===== config.mk =====
export PLATFORM = sky130hd
export DESIGN_NAME = speed_lock_target_interpolator_unit
export DESIGN_NICKNAME = d
export VERILOG_FILES = /design/src/hw/rtl/slti_pkg.sv /design/src/hw/rtl/slti_ram.sv /design/src/hw/rtl/slti_div.sv /design/src/hw/rtl/speed_lock_target_interpolator_unit.sv
export VERILOG_INCLUDE_DIRS = /design/src /design/src/hw/rtl
export SDC_FILE = /design/constraint.sdc
export NUM_CORES = 1
export LEC_CHECK = 0
export ABC_AREA = 1
export BUFFER_PORTS_ARGS = -buffer_cell sky130_fd_sc_hd__clkbuf_2
export CAP_MARGIN = 5
export CORE_ASPECT_RATIO = 1.25
export CORE_MARGIN = 8
export CORE_UTILIZATION = 55
export DETAILED_ROUTE_END_ITERATION = 7
export GPL_TIMING_DRIVEN = 0
export PLACE_DENSITY = 0.73
export SLEW_MARGIN = 20
export SYNTH_ARGS = -nofsm -noshare
export SYNTH_HDL_FRONTEND = slang
export SYNTH_SLANG_ARGS = --single-unit

===== constraint.sdc =====
create_clock -name aclk -period 7.19 [get_ports aclk]
set_clock_uncertainty 0.1 [all_clocks]
set_input_delay 0.719 -clock aclk [delete_from_list [all_inputs] [get_ports aclk]]
set_output_delay 0.719 -clock aclk [all_outputs]
set_load 0.02 [all_outputs]

===== src/hw/rtl/speed_lock_target_interpolator_unit_macros.svh =====
// ----------------------------------------------------------------------------
// speed lock target interpolator assertion macros
// shared concurrent assertion forms used at the end of the top level
// ----------------------------------------------------------------------------
`ifndef SPEED_LOCK_TARGET_INTERPOLATOR_UNIT_MACROS_SVH
`define SPEED_LOCK_TARGET_INTERPOLATOR_UNIT_MACROS_SVH

// consequent must hold in the same cycle as the antecedent
`define SLTI_ASSERT_SAME(label, clk, rstn, ante, cons) \
    label: assert property (@(posedge clk) disable iff (!rstn) (ante) |-> (cons)) \
        else $error("slti same-cycle check failed");

// consequent must hold in the cycle after the antecedent
`define SLTI_ASSERT_NEXT(label, clk, rstn, ante, cons) \
    label: assert property (@(posedge clk) disable iff (!rstn) (ante) |=> (cons)) \
        else $error("slti next-cycle check failed");

`endif


===== src/hw/rtl/slti_pkg.sv =====
`timescale 1ns / 1ps
// ----------------------------------------------------------------------------
// slti_pkg
// shared widths, codes and constants of the speed lock target interpolator
// ----------------------------------------------------------------------------
package slti_pkg;

    localparam int MAX_POINTS_DEFAULT = 16;

    // field widths
    localparam int SPEED_W  = 8;
    localparam int LOCK_W   = 7;
    localparam int PEDAL_W  = 7;
    localparam int RAW_W    = 8;
    localparam int INDEX_W  = 4;
    localparam int MODE_W   = 2;
    localparam int COUNT_W  = 5;
    localparam int TARGET_W = 15;
    localparam int ADJ_W    = 8;

    // configuration port
    localparam int PADDR_W   = 4;
    localparam int PDATA_W   = 32;
    localparam int REG_IDX_W = 2;

    localparam logic [REG_IDX_W-1:0] REG_LOCK_MODE       = 2'd0;
    localparam logic [REG_IDX_W-1:0] REG_PEDAL_THRESHOLD = 2'd1;
    localparam logic [REG_IDX_W-1:0] REG_POINT_COUNT     = 2'd2;

    localparam logic [MODE_W-1:0] MODE_CUSTOM = 2'd0;
    localparam logic [MODE_W-1:0] MODE_FIFTY  = 2'd1;
    localparam logic [MODE_W-1:0] MODE_FRONT  = 2'd2;

    localparam logic FUNC_WRITE = 1'b0;
    localparam logic FUNC_EVAL  = 1'b1;

    localparam logic [MODE_W-1:0]  LOCK_MODE_RESET   = MODE_FRONT;
    localparam logic [PEDAL_W-1:0] THRESHOLD_RESET   = 7'd0;
    localparam logic [COUNT_W-1:0] POINT_COUNT_RESET = 5'd1;

    // target is percent with eight fraction bits
    localparam logic [TARGET_W-1:0] FULL_LOCK = 15'(100 * 256);
    // 20 percent base of the scale factor, in target units times two
    localparam logic [15:0] TARGET_BIAS = 16'(20 * 2 * 256);

    // raw * (t + bias) / 51200 = ((raw * (t + bias)) >> 11) / 25
    localparam int SCALE_W          = 24;
    localparam int SCALE_PRE_SHIFT  = 11;
    localparam int SCALE_POST_SHIFT = 17;
    localparam int SCALE_Y_W        = SCALE_W - SCALE_PRE_SHIFT;
    localparam int SCALE_P_W        = 2 * SCALE_Y_W;
    localparam logic [SCALE_Y_W-1:0] SCALE_RECIP = 13'd5243;

    // interpolation divide: (lock delta * speed delta) << 8 over speed span
    localparam int DIVIDEND_W = LOCK_W + SPEED_W + 8;
    localparam int DIVISOR_W  = SPEED_W;

    typedef struct packed {
        logic [SPEED_W-1:0] speed;
        logic [LOCK_W-1:0]  lock;
    } entry_t;

    typedef struct packed {
        logic busy;
        logic done;
    } div_status_t;

endpackage


===== src/hw/rtl/slti_ram.sv =====
`timescale 1ns / 1ps
// ----------------------------------------------------------------------------
// slti_ram
// generic single write port, single read port ram with registered read data
// ----------------------------------------------------------------------------
module slti_ram #(
    parameter int WIDTH = 8,
    parameter int DEPTH = 16
) (
    input  logic                     aclk,
    input  logic                     wr_en,
    input  logic [$clog2(DEPTH)-1:0] wr_addr,
    input  logic [WIDTH-1:0]         wr_data,
    input  logic                     rd_en,
    input  logic [$clog2(DEPTH)-1:0] rd_addr,
    output logic [WIDTH-1:0]         rd_data
);

    logic [WIDTH-1:0] mem_reg [DEPTH];
    logic [WIDTH-1:0] rd_data_reg;

    always_ff @(posedge aclk) begin
        if (wr_en) begin
            mem_reg[wr_addr] <= wr_data;
        end
        if (rd_en) begin
            rd_data_reg <= mem_reg[rd_addr];
        end
    end

    assign rd_data = rd_data_reg;

endmodule


===== src/hw/rtl/slti_div.sv =====
`timescale 1ns / 1ps
// ----------------------------------------------------------------------------
// slti_div
// restoring unsigned divider, one quotient bit per cycle
// ----------------------------------------------------------------------------
module slti_div (
    input  logic                                aclk,
    input  logic                                aresetn,
    input  logic                                start,
    input  logic [slti_pkg::DIVIDEND_W-1:0]     dividend,
    input  logic [slti_pkg::DIVISOR_W-1:0]      divisor,
    output logic [slti_pkg::DIVIDEND_W-1:0]     quotient,
    output slti_pkg::div_status_t               status
);

    localparam int CNT_W = $clog2(slti_pkg::DIVIDEND_W + 1);

    logic [CNT_W-1:0]                     cnt_reg;
    logic                                 done_reg;
    logic [slti_pkg::DIVIDEND_W-1:0]      quo_reg;
    logic [slti_pkg::DIVISOR_W-1:0]       rem_reg;
    logic [slti_pkg::DIVISOR_W-1:0]       den_reg;

    logic [slti_pkg::DIVISOR_W:0]         rem_shift;
    logic                                 fits;
    logic [slti_pkg::DIVISOR_W-1:0]       rem_next;
    logic [slti_pkg::DIVIDEND_W-1:0]      quo_next;

    always_comb begin
        rem_shift = {rem_reg, quo_reg[slti_pkg::DIVIDEND_W-1]};
        fits      = rem_shift >= {1'b0, den_reg};
        rem_next  = fits ? slti_pkg::DIVISOR_W'(rem_shift - {1'b0, den_reg})
                         : rem_shift[slti_pkg::DIVISOR_W-1:0];
        quo_next  = {quo_reg[slti_pkg::DIVIDEND_W-2:0], fits};
    end

    always_ff @(posedge aclk) begin
        if (!aresetn) begin
            cnt_reg  <= '0;
            done_reg <= 1'b0;
        end else begin
            done_reg <= 1'b0;
            if (start) begin
                cnt_reg <= CNT_W'(slti_pkg::DIVIDEND_W);
                quo_reg <= dividend;
                rem_reg <= '0;
                den_reg <= divisor;
            end else if (cnt_reg != '0) begin
                cnt_reg <= cnt_reg - 1'b1;
                quo_reg <= quo_next;
                rem_reg <= rem_next;
                if (cnt_reg == CNT_W'(1)) begin
                    done_reg <= 1'b1;
                end
            end
        end
    end

    assign quotient    = quo_reg;
    assign status.busy = cnt_reg != '0;
    assign status.done = done_reg;

endmodule


===== src/hw/rtl/speed_lock_target_interpolator_unit.sv =====
`timescale 1ns / 1ps
// ----------------------------------------------------------------------------
// speed_lock_target_interpolator_unit
// lockpoint table with piecewise linear lock target and drive scaling
// ----------------------------------------------------------------------------
// A lockpoint write gives no result. In fifty-fifty and front wheel
// mode an evaluate item goes straight to the finish state. In custom mode the
// table memory is read one entry per cycle until the first lockpoint at or
// above the road speed, or the last point in use, is reached. A clamped target
// then goes straight to scaling; an interpolated target first takes a multiply
// and the 23-step serial divider. One item is worked on at a time; a finished
// result sits in the output register while the next item is taken in. Table
// entries must be written before an evaluation reads them.
// ----------------------------------------------------------------------------
`include "speed_lock_target_interpolator_unit_macros.svh"

module speed_lock_target_interpolator_unit #(
    parameter int MAX_POINTS = slti_pkg::MAX_POINTS_DEFAULT
) (
    input  logic                                aclk,
    input  logic                                aresetn,

    input  logic                                psel,
    input  logic                                penable,
    input  logic                                pwrite,
    input  logic [slti_pkg::PADDR_W-1:0]        paddr,
    input  logic [slti_pkg::PDATA_W-1:0]        pwdata,
    output logic [slti_pkg::PDATA_W-1:0]        prdata,
    output logic                                pready,

    input  logic                                s_valid,
    output logic                                s_ready,
    input  logic                                s_func,
    input  logic [slti_pkg::INDEX_W-1:0]        s_point_index,
    input  logic [slti_pkg::SPEED_W-1:0]        s_point_speed,
    input  logic [slti_pkg::LOCK_W-1:0]         s_point_lock,
    input  logic [slti_pkg::SPEED_W-1:0]        s_road_speed,
    input  logic [slti_pkg::PEDAL_W-1:0]        s_pedal,
    input  logic [slti_pkg::RAW_W-1:0]          s_raw_value,

    output logic                                m_valid,
    input  logic                                m_ready,
    output logic [slti_pkg::TARGET_W-1:0]       m_lock_target,
    output logic [slti_pkg::ADJ_W-1:0]          m_adjusted_value
);

    localparam int AW = $clog2(MAX_POINTS);
    localparam int NW = $clog2(MAX_POINTS + 1);
    localparam int EW = $bits(slti_pkg::entry_t);

    typedef enum logic [2:0] {
        ST_IDLE,
        ST_SCAN,
        ST_MUL,
        ST_DIV_START,
        ST_DIV_WAIT,
        ST_SCALE_MUL,
        ST_SCALE_DIV,
        ST_FINISH
    } state_t;

    // configuration registers
    logic [slti_pkg::MODE_W-1:0]   lock_mode_reg;
    logic [slti_pkg::PEDAL_W-1:0]  pedal_threshold_reg;
    logic [slti_pkg::COUNT_W-1:0]  point_count_reg;
    logic                          cfg_wr;

    state_t                        state_reg;
    logic [AW-1:0]                 idx_reg;
    logic [slti_pkg::SPEED_W-1:0]  speed_reg;
    logic                          pass_reg;
    logic [slti_pkg::RAW_W-1:0]    raw_reg;
    slti_pkg::entry_t              prev_reg;
    logic [slti_pkg::LOCK_W-1:0]   ll_reg;
    logic                          neg_reg;
    logic [slti_pkg::LOCK_W-1:0]   mag_reg;
    logic [slti_pkg::SPEED_W-1:0]  dv_reg;
    logic [slti_pkg::SPEED_W-1:0]  den_reg;
    logic [slti_pkg::LOCK_W+slti_pkg::SPEED_W-1:0] prod_reg;
    logic [slti_pkg::TARGET_W-1:0] target_reg;
    logic [slti_pkg::SCALE_W-1:0]  scale_reg;
    logic [slti_pkg::ADJ_W-1:0]    adj_reg;
    logic                          m_valid_reg;
    logic [slti_pkg::TARGET_W-1:0] m_lock_target_reg;
    logic [slti_pkg::ADJ_W-1:0]    m_adjusted_value_reg;

    logic                          accept;
    logic                          pass;
    logic [NW-1:0]                 n_eff;
    logic [AW-1:0]                 last_idx;
    slti_pkg::entry_t              cur;
    logic                          hit;
    logic                          last;
    logic [slti_pkg::SPEED_W:0]    diff;
    logic                          ram_we;
    logic                          ram_re;
    logic [AW-1:0]                 ram_raddr;
    logic [EW-1:0]                 ram_rdata;
    logic                          div_start;
    logic [slti_pkg::DIVIDEND_W-1:0] div_quotient;
    slti_pkg::div_status_t         div_status;
    logic [slti_pkg::TARGET_W-1:0] interp_target;
    logic [15:0]                   biased;
    logic [slti_pkg::SCALE_P_W-1:0] recip_prod;
    logic                          out_free;

    // ------------------------------------------------------------------
    // configuration port
    // ------------------------------------------------------------------
    assign pready = 1'b1;
    assign cfg_wr = psel && penable && pwrite && pready;

    always_ff @(posedge aclk) begin
        if (!aresetn) begin
            lock_mode_reg       <= slti_pkg::LOCK_MODE_RESET;
            pedal_threshold_reg <= slti_pkg::THRESHOLD_RESET;
            point_count_reg     <= slti_pkg::POINT_COUNT_RESET;
        end else if (cfg_wr) begin
            unique case (paddr[slti_pkg::REG_IDX_W+1:2])
                slti_pkg::REG_LOCK_MODE: begin
                    lock_mode_reg <= pwdata[slti_pkg::MODE_W-1:0];
                end
                slti_pkg::REG_PEDAL_THRESHOLD: begin
                    pedal_threshold_reg <= pwdata[slti_pkg::PEDAL_W-1:0];
                end
                slti_pkg::REG_POINT_COUNT: begin
                    point_count_reg <= pwdata[slti_pkg::COUNT_W-1:0];
                end
                default: begin
                end
            endcase
        end
    end

    always_comb begin
        unique case (paddr[slti_pkg::REG_IDX_W+1:2])
            slti_pkg::REG_LOCK_MODE:       prdata = slti_pkg::PDATA_W'(lock_mode_reg);
            slti_pkg::REG_PEDAL_THRESHOLD: prdata = slti_pkg::PDATA_W'(pedal_threshold_reg);
            slti_pkg::REG_POINT_COUNT:     prdata = slti_pkg::PDATA_W'(point_count_reg);
            default:                       prdata = '0;
        endcase
    end

    // ------------------------------------------------------------------
    // scan control
    // ------------------------------------------------------------------
    assign s_ready = state_reg == ST_IDLE;
    assign accept  = s_valid && s_ready;
    assign pass    = s_pedal >= pedal_threshold_reg;

    // points in use: zero counts as one, saturate at table size
    always_comb begin
        if (point_count_reg == '0) begin
            n_eff = NW'(1);
        end else if (32'(point_count_reg) > 32'(MAX_POINTS)) begin
            n_eff = NW'(MAX_POINTS);
        end else begin
            n_eff = NW'(point_count_reg);
        end
        last_idx = AW'(n_eff - NW'(1));
    end

    assign cur  = slti_pkg::entry_t'(ram_rdata);
    assign hit  = speed_reg <= cur.speed;
    assign last = idx_reg == last_idx;
    assign diff = {2'b00, cur.lock} - {2'b00, prev_reg.lock};

    assign ram_we = accept && (s_func == slti_pkg::FUNC_WRITE)
                    && (32'(s_point_index) < 32'(MAX_POINTS));
    assign ram_re = (accept && (s_func == slti_pkg::FUNC_EVAL)
                     && (lock_mode_reg == slti_pkg::MODE_CUSTOM))
                    || ((state_reg == ST_SCAN) && !hit && !last);
    assign ram_raddr = (state_reg == ST_IDLE) ? '0 : idx_reg + AW'(1);

    slti_ram #(
        .WIDTH (EW),
        .DEPTH (MAX_POINTS)
    ) u_table (
        .aclk    (aclk),
        .wr_en   (ram_we),
        .wr_addr (AW'(s_point_index)),
        .wr_data ({s_point_speed, s_point_lock}),
        .rd_en   (ram_re),
        .rd_addr (ram_raddr),
        .rd_data (ram_rdata)
    );

    assign div_start = state_reg == ST_DIV_START;

    slti_div u_div (
        .aclk     (aclk),
        .aresetn  (aresetn),
        .start    (div_start),
        .dividend ({prod_reg, 8'h00}),
        .divisor  (den_reg),
        .quotient (div_quotient),
        .status   (div_status)
    );

    // quotient stays below the lock span, so it fits the target width
    assign interp_target = neg_reg
        ? {ll_reg, 8'h00} - div_quotient[slti_pkg::TARGET_W-1:0]
        : {ll_reg, 8'h00} + div_quotient[slti_pkg::TARGET_W-1:0];

    assign biased     = 16'(target_reg) + slti_pkg::TARGET_BIAS;
    assign recip_prod = {{slti_pkg::SCALE_Y_W{1'b0}},
                         scale_reg[slti_pkg::SCALE_W-1:slti_pkg::SCALE_PRE_SHIFT]}
                        * {{slti_pkg::SCALE_Y_W{1'b0}}, slti_pkg::SCALE_RECIP};

    assign out_free = !m_valid_reg || m_ready;

    always_ff @(posedge aclk) begin
        if (!aresetn) begin
            state_reg   <= ST_IDLE;
            m_valid_reg <= 1'b0;
        end else begin
            if (m_valid_reg && m_ready) begin
                m_valid_reg <= 1'b0;
            end
            unique case (state_reg)
                ST_IDLE: begin
                    if (accept && (s_func == slti_pkg::FUNC_EVAL)) begin
                        speed_reg <= s_road_speed;
                        pass_reg  <= pass;
                        raw_reg   <= s_raw_value;
                        idx_reg   <= '0;
                        unique case (lock_mode_reg)
                            slti_pkg::MODE_CUSTOM: begin
                                state_reg <= ST_SCAN;
                            end
                            slti_pkg::MODE_FIFTY: begin
                                target_reg <= pass ? slti_pkg::FULL_LOCK : '0;
                                adj_reg    <= pass ? s_raw_value : '0;
                                state_reg  <= ST_FINISH;
                            end
                            default: begin
                                target_reg <= '0;
                                adj_reg    <= '0;
                                state_reg  <= ST_FINISH;
                            end
                        endcase
                    end
                end
                ST_SCAN: begin
                    if (hit || last) begin
                        // a hit past slot zero has the previous point strictly below
                        if (!hit || (idx_reg == '0) || (speed_reg == cur.speed)) begin
                            target_reg <= {cur.lock, 8'h00};
                            state_reg  <= ST_SCALE_MUL;
                        end else if (!pass_reg) begin
                            target_reg <= '0;
                            state_reg  <= ST_SCALE_MUL;
                        end else begin
                            ll_reg    <= prev_reg.lock;
                            neg_reg   <= diff[slti_pkg::SPEED_W];
                            mag_reg   <= diff[slti_pkg::SPEED_W]
                                         ? slti_pkg::LOCK_W'(-diff)
                                         : slti_pkg::LOCK_W'(diff);
                            dv_reg    <= speed_reg - prev_reg.speed;
                            den_reg   <= cur.speed - prev_reg.speed;
                            state_reg <= ST_MUL;
                        end
                    end else begin
                        prev_reg <= cur;
                        idx_reg  <= idx_reg + AW'(1);
                    end
                end
                ST_MUL: begin
                    prod_reg  <= {{slti_pkg::SPEED_W{1'b0}}, mag_reg}
                                 * {{slti_pkg::LOCK_W{1'b0}}, dv_reg};
                    state_reg <= ST_DIV_START;
                end
                ST_DIV_START: begin
                    state_reg <= ST_DIV_WAIT;
                end
                ST_DIV_WAIT: begin
                    if (div_status.done) begin
                        target_reg <= interp_target;
                        state_reg  <= ST_SCALE_MUL;
                    end
                end
                ST_SCALE_MUL: begin
                    scale_reg <= {{(slti_pkg::SCALE_W - slti_pkg::RAW_W){1'b0}}, raw_reg}
                                 * {{(slti_pkg::SCALE_W - 16){1'b0}}, biased};
                    state_reg <= ST_SCALE_DIV;
                end
                ST_SCALE_DIV: begin
                    adj_reg   <= (target_reg == '0) ? '0
                                 : recip_prod[slti_pkg::SCALE_POST_SHIFT +: slti_pkg::ADJ_W];
                    state_reg <= ST_FINISH;
                end
                ST_FINISH: begin
                    if (out_free) begin
                        m_valid_reg          <= 1'b1;
                        m_lock_target_reg    <= target_reg;
                        m_adjusted_value_reg <= adj_reg;
                        state_reg            <= ST_IDLE;
                    end
                end
                default: begin
                    state_reg <= ST_IDLE;
                end
            endcase
        end
    end

    assign m_valid          = m_valid_reg;
    assign m_lock_target    = m_lock_target_reg;
    assign m_adjusted_value = m_adjusted_value_reg;

    // ------------------------------------------------------------------
    // assertions
    // ------------------------------------------------------------------
    `SLTI_ASSERT_SAME(a_no_accept_in_divide, aclk, aresetn, s_valid && s_ready, !div_status.busy)
    `SLTI_ASSERT_SAME(a_scan_in_range, aclk, aresetn, state_reg == ST_SCAN, idx_reg <= last_idx)
    `SLTI_ASSERT_SAME(a_target_max, aclk, aresetn, m_valid, m_lock_target <= slti_pkg::FULL_LOCK)
    `SLTI_ASSERT_NEXT(a_divide_to_scale, aclk, aresetn, div_status.done, state_reg == ST_SCALE_MUL)

endmodule


==> results.cfg <==
[outcome]
run_status = complete, no violations

[layout]
nFillCells = 4338
largest_reg_flops = 240
antenna_cells = 0
drive_gt1_share_pct = 9.57
synthToLayoutAreaGrowth_pct = 10.4
layout.nets = 3596

[critical_path]
cp_max_fo = 10
crit_type = register to register
crit_path_start_kind = register
worstSetupEndpointType = register
worstPathRequired_ns = 7.44
worstPathArrival_ns = 5.57

[routing]
drt_iter0_drc = 1321
post_drt_via_cell_ratio = 5.50
wl_per_cell_um = 18.5
routed_wl_mm = 70.8
drc = 0
firstDrtPassIters = 7
vias = 21000
final_antenna_net_count = 0

[place]
gp_congestion = 0.912
io_buffers = 90
dp_hpwl_mm = 55.7

[clocking]
cts_tree = built
numClockSinks = 459
cts_buffers = 46
post-cts-setup-buffers = 0
clkLatencyLatePin_ns = 0.60
cts_resized = 0
h-tree-depth = 2
cts-root-buf = clkbuf_16
cts_buffer_depth = 3
clk_pin_slew_ns = 0.06
hold_buffers = 0

[global_routing]
grt_start_max_net_pins = 24
grt_usage_pct = 23.0
antenna_found_initial = 0
top_usage_layer = met2
use_met3_pct = 2.81
use_met2_pct = 44.1
grt_pass1_vias = 22000
grt_first_pass_wirelength_mm = 112
grt_overflow_total = 0
grt.met1_usage_pct = 24.2

[sta]
final_max_slew_viol_count = 0
tns_ns = 0
rsz0062_at_grt = no
layout_min_cycle_time_ns = 5.32
setup_viol = 0
worst_pin_slew_ns = 0.991
fmax_mhz = 188
relSlewSlack_pct = 33.9
finalCritPeriodShare_pct = 74.0
final-hold-violation-count = 0

[die]
pin_count = 144
rows = 95
start_util_pct = 55.4
core_region_area_um2 = 53500
die_area_um2 = 61600
die_w_um = 224
die_y_um = 276

[yosys]
syn-cell-area_um2 = 29600
yosysSeqAreaShare_pct = 45.7
syn_inst = 2933
ys_ff_latch = 459
yosys_warnings = 0
synth_cell_types = 58
synth.avg_cell_area_um2 = 10.1

[flow_run]
cap_violations = 0

[worst_hold_path]
min_path_type = input port to register
## per-layer routing
| layer | wire length, um | vias up |
|---|---|---|
| met5 | 0 | - |
| met4 | 4160 | 0 |
| met3 | 2880 | 201 |
| met2 | 38000 | 641 |
| met1 | 25800 | 10100 |
| li1 | - | 10100 |
## path summary, 6_finish.rpt
| check | start | endpoint | slack, ns | cells after the start |
|---|---|---|---|---|
| setup reg to reg | raw_reg[6] | scale_reg[18] | 1.87 | 20 |
| hold reg to reg | den_reg[7] | u_div.den_reg[7] | 0.32 | 0 |
| hold / removal | s_road_speed[6] | speed_reg[6] | 0.20 | 1 |
| setup / recovery | raw_reg[6] | scale_reg[18] | 1.87 | 20 |
## cell families after synthesis
family                   share of synthesized area (%)
AND/OR/NAND/NOR                                   13.8
buffers and inverters                             8.60
flip-flops                                        45.7
AO/OA/AOI/OAI                                     8.77
adder cells (fa/ha/maj)                           21.3
XOR/XNOR                                          1.77
other                                           0.0253
## area by class of cell
type	instances	area, um^2	share of cell area [%]
multi-input cells	1880	13700	41.9
flip-flops and latches	459	13500	41.4
inverters	504	1900	5.79
clock buffers	54	1180	3.61
well taps	679	850	2.59
plain buffers	114	652	1.99
repair buffers	104	589	1.80
clock inverters	29	295	0.902
## cell usage in the layout, fill, tap and decap left out, types with 12 or more instances in the layout
master	count
ha_1	228
nand3_1	142
o211ai_1	24
nor2_2	21
nand2_1	547
clkbuf_16	46
a21oi_1	136
conb_1	26
nor3_1	19
a21o_1	18
fa_1	173
inv_1	493
clkbuf_2	92
a21bo_1	12
o21ai_1	13
nand4_1	21
dfxtp_1	24
clkbuf_1	53
xnor2_1	25
o221ai_1	45
xor2_1	33
edfxtp_1	435
o21ai_0	113
buf_2	23
buf_4	44
nor2_1	183
## per-stage QoR
stage          hold WS (ns)  instance area (um^2)  std cells  util [%]  worst slack, ns
2_1_floorplan         0.297                 29700       2957         -             2.57
3_3_place_gp          0.302                 31000       3726      58.0             1.72
3_5_place_dp          0.305                 31300       3740      58.4             1.88
4_1_cts               0.169                 32700       3823      61.2             1.88
5_1_grt               0.173                 32700       3823      61.2             1.55
6_report              0.196                 32700       3823      61.2             1.87
## synthesized netlist by cell type (all sizes together)
cell type | count | area, um^2
nor3b | 1 | 7.51
nor2 | 208 | 827
a21boi | 11 | 86.3
o211ai | 30 | 255
a211oi | 2 | 15.0
nand4 | 21 | 131
o21ai | 127 | 636
clkinv | 2 | 7.51
xnor2 | 26 | 235
o2111ai | 1 | 8.76
clkbuf | 47 | 179
edfxtp | 435 | 13100
xor2 | 33 | 289
ha | 228 | 2850
and3 | 1 | 6.26
nand3 | 142 | 711
nand2 | 553 | 2120
nor4 | 7 | 43.8
nand3b | 8 | 60.1
o31ai | 3 | 22.5
o21bai | 9 | 71.3
a21oi | 136 | 681
o211a | 1 | 10.0
or2 | 13 | 81.3
dfxtp | 24 | 480
o2111a | 1 | 11.3
nor4b | 1 | 8.76
conb | 2 | 7.51
o22ai | 8 | 50.1
a21o | 18 | 135
buf | 67 | 473
nor3 | 22 | 110
o221ai | 45 | 394
a21bo | 14 | 140
a31oi | 5 | 37.5
inv | 502 | 1890
fa | 173 | 3460
o21a | 6 | 45.0
## worst max-delay path: stages (launching register included)
cell      delay (ns)
edfxtp_1        0.37
clkbuf_1        0.36
clkbuf_1        0.48
nand2_1         0.14
fa_1            0.52
fa_1            0.55
inv_1           0.06
fa_1            0.53
inv_1           0.06
fa_1            0.54
inv_1           0.04
ha_1            0.33
a21oi_1         0.26
nor2_1          0.07
nor2_1          0.10
o21ai_0         0.13
a21o_1          0.20
nand2_1         0.08
nand2_1         0.05
nand2_1         0.05
nand2_1         0.04
Power is left out: the tool's default activity adds up to more than one toggle a clock period on the data nets, which glitch-free logic cannot reach.
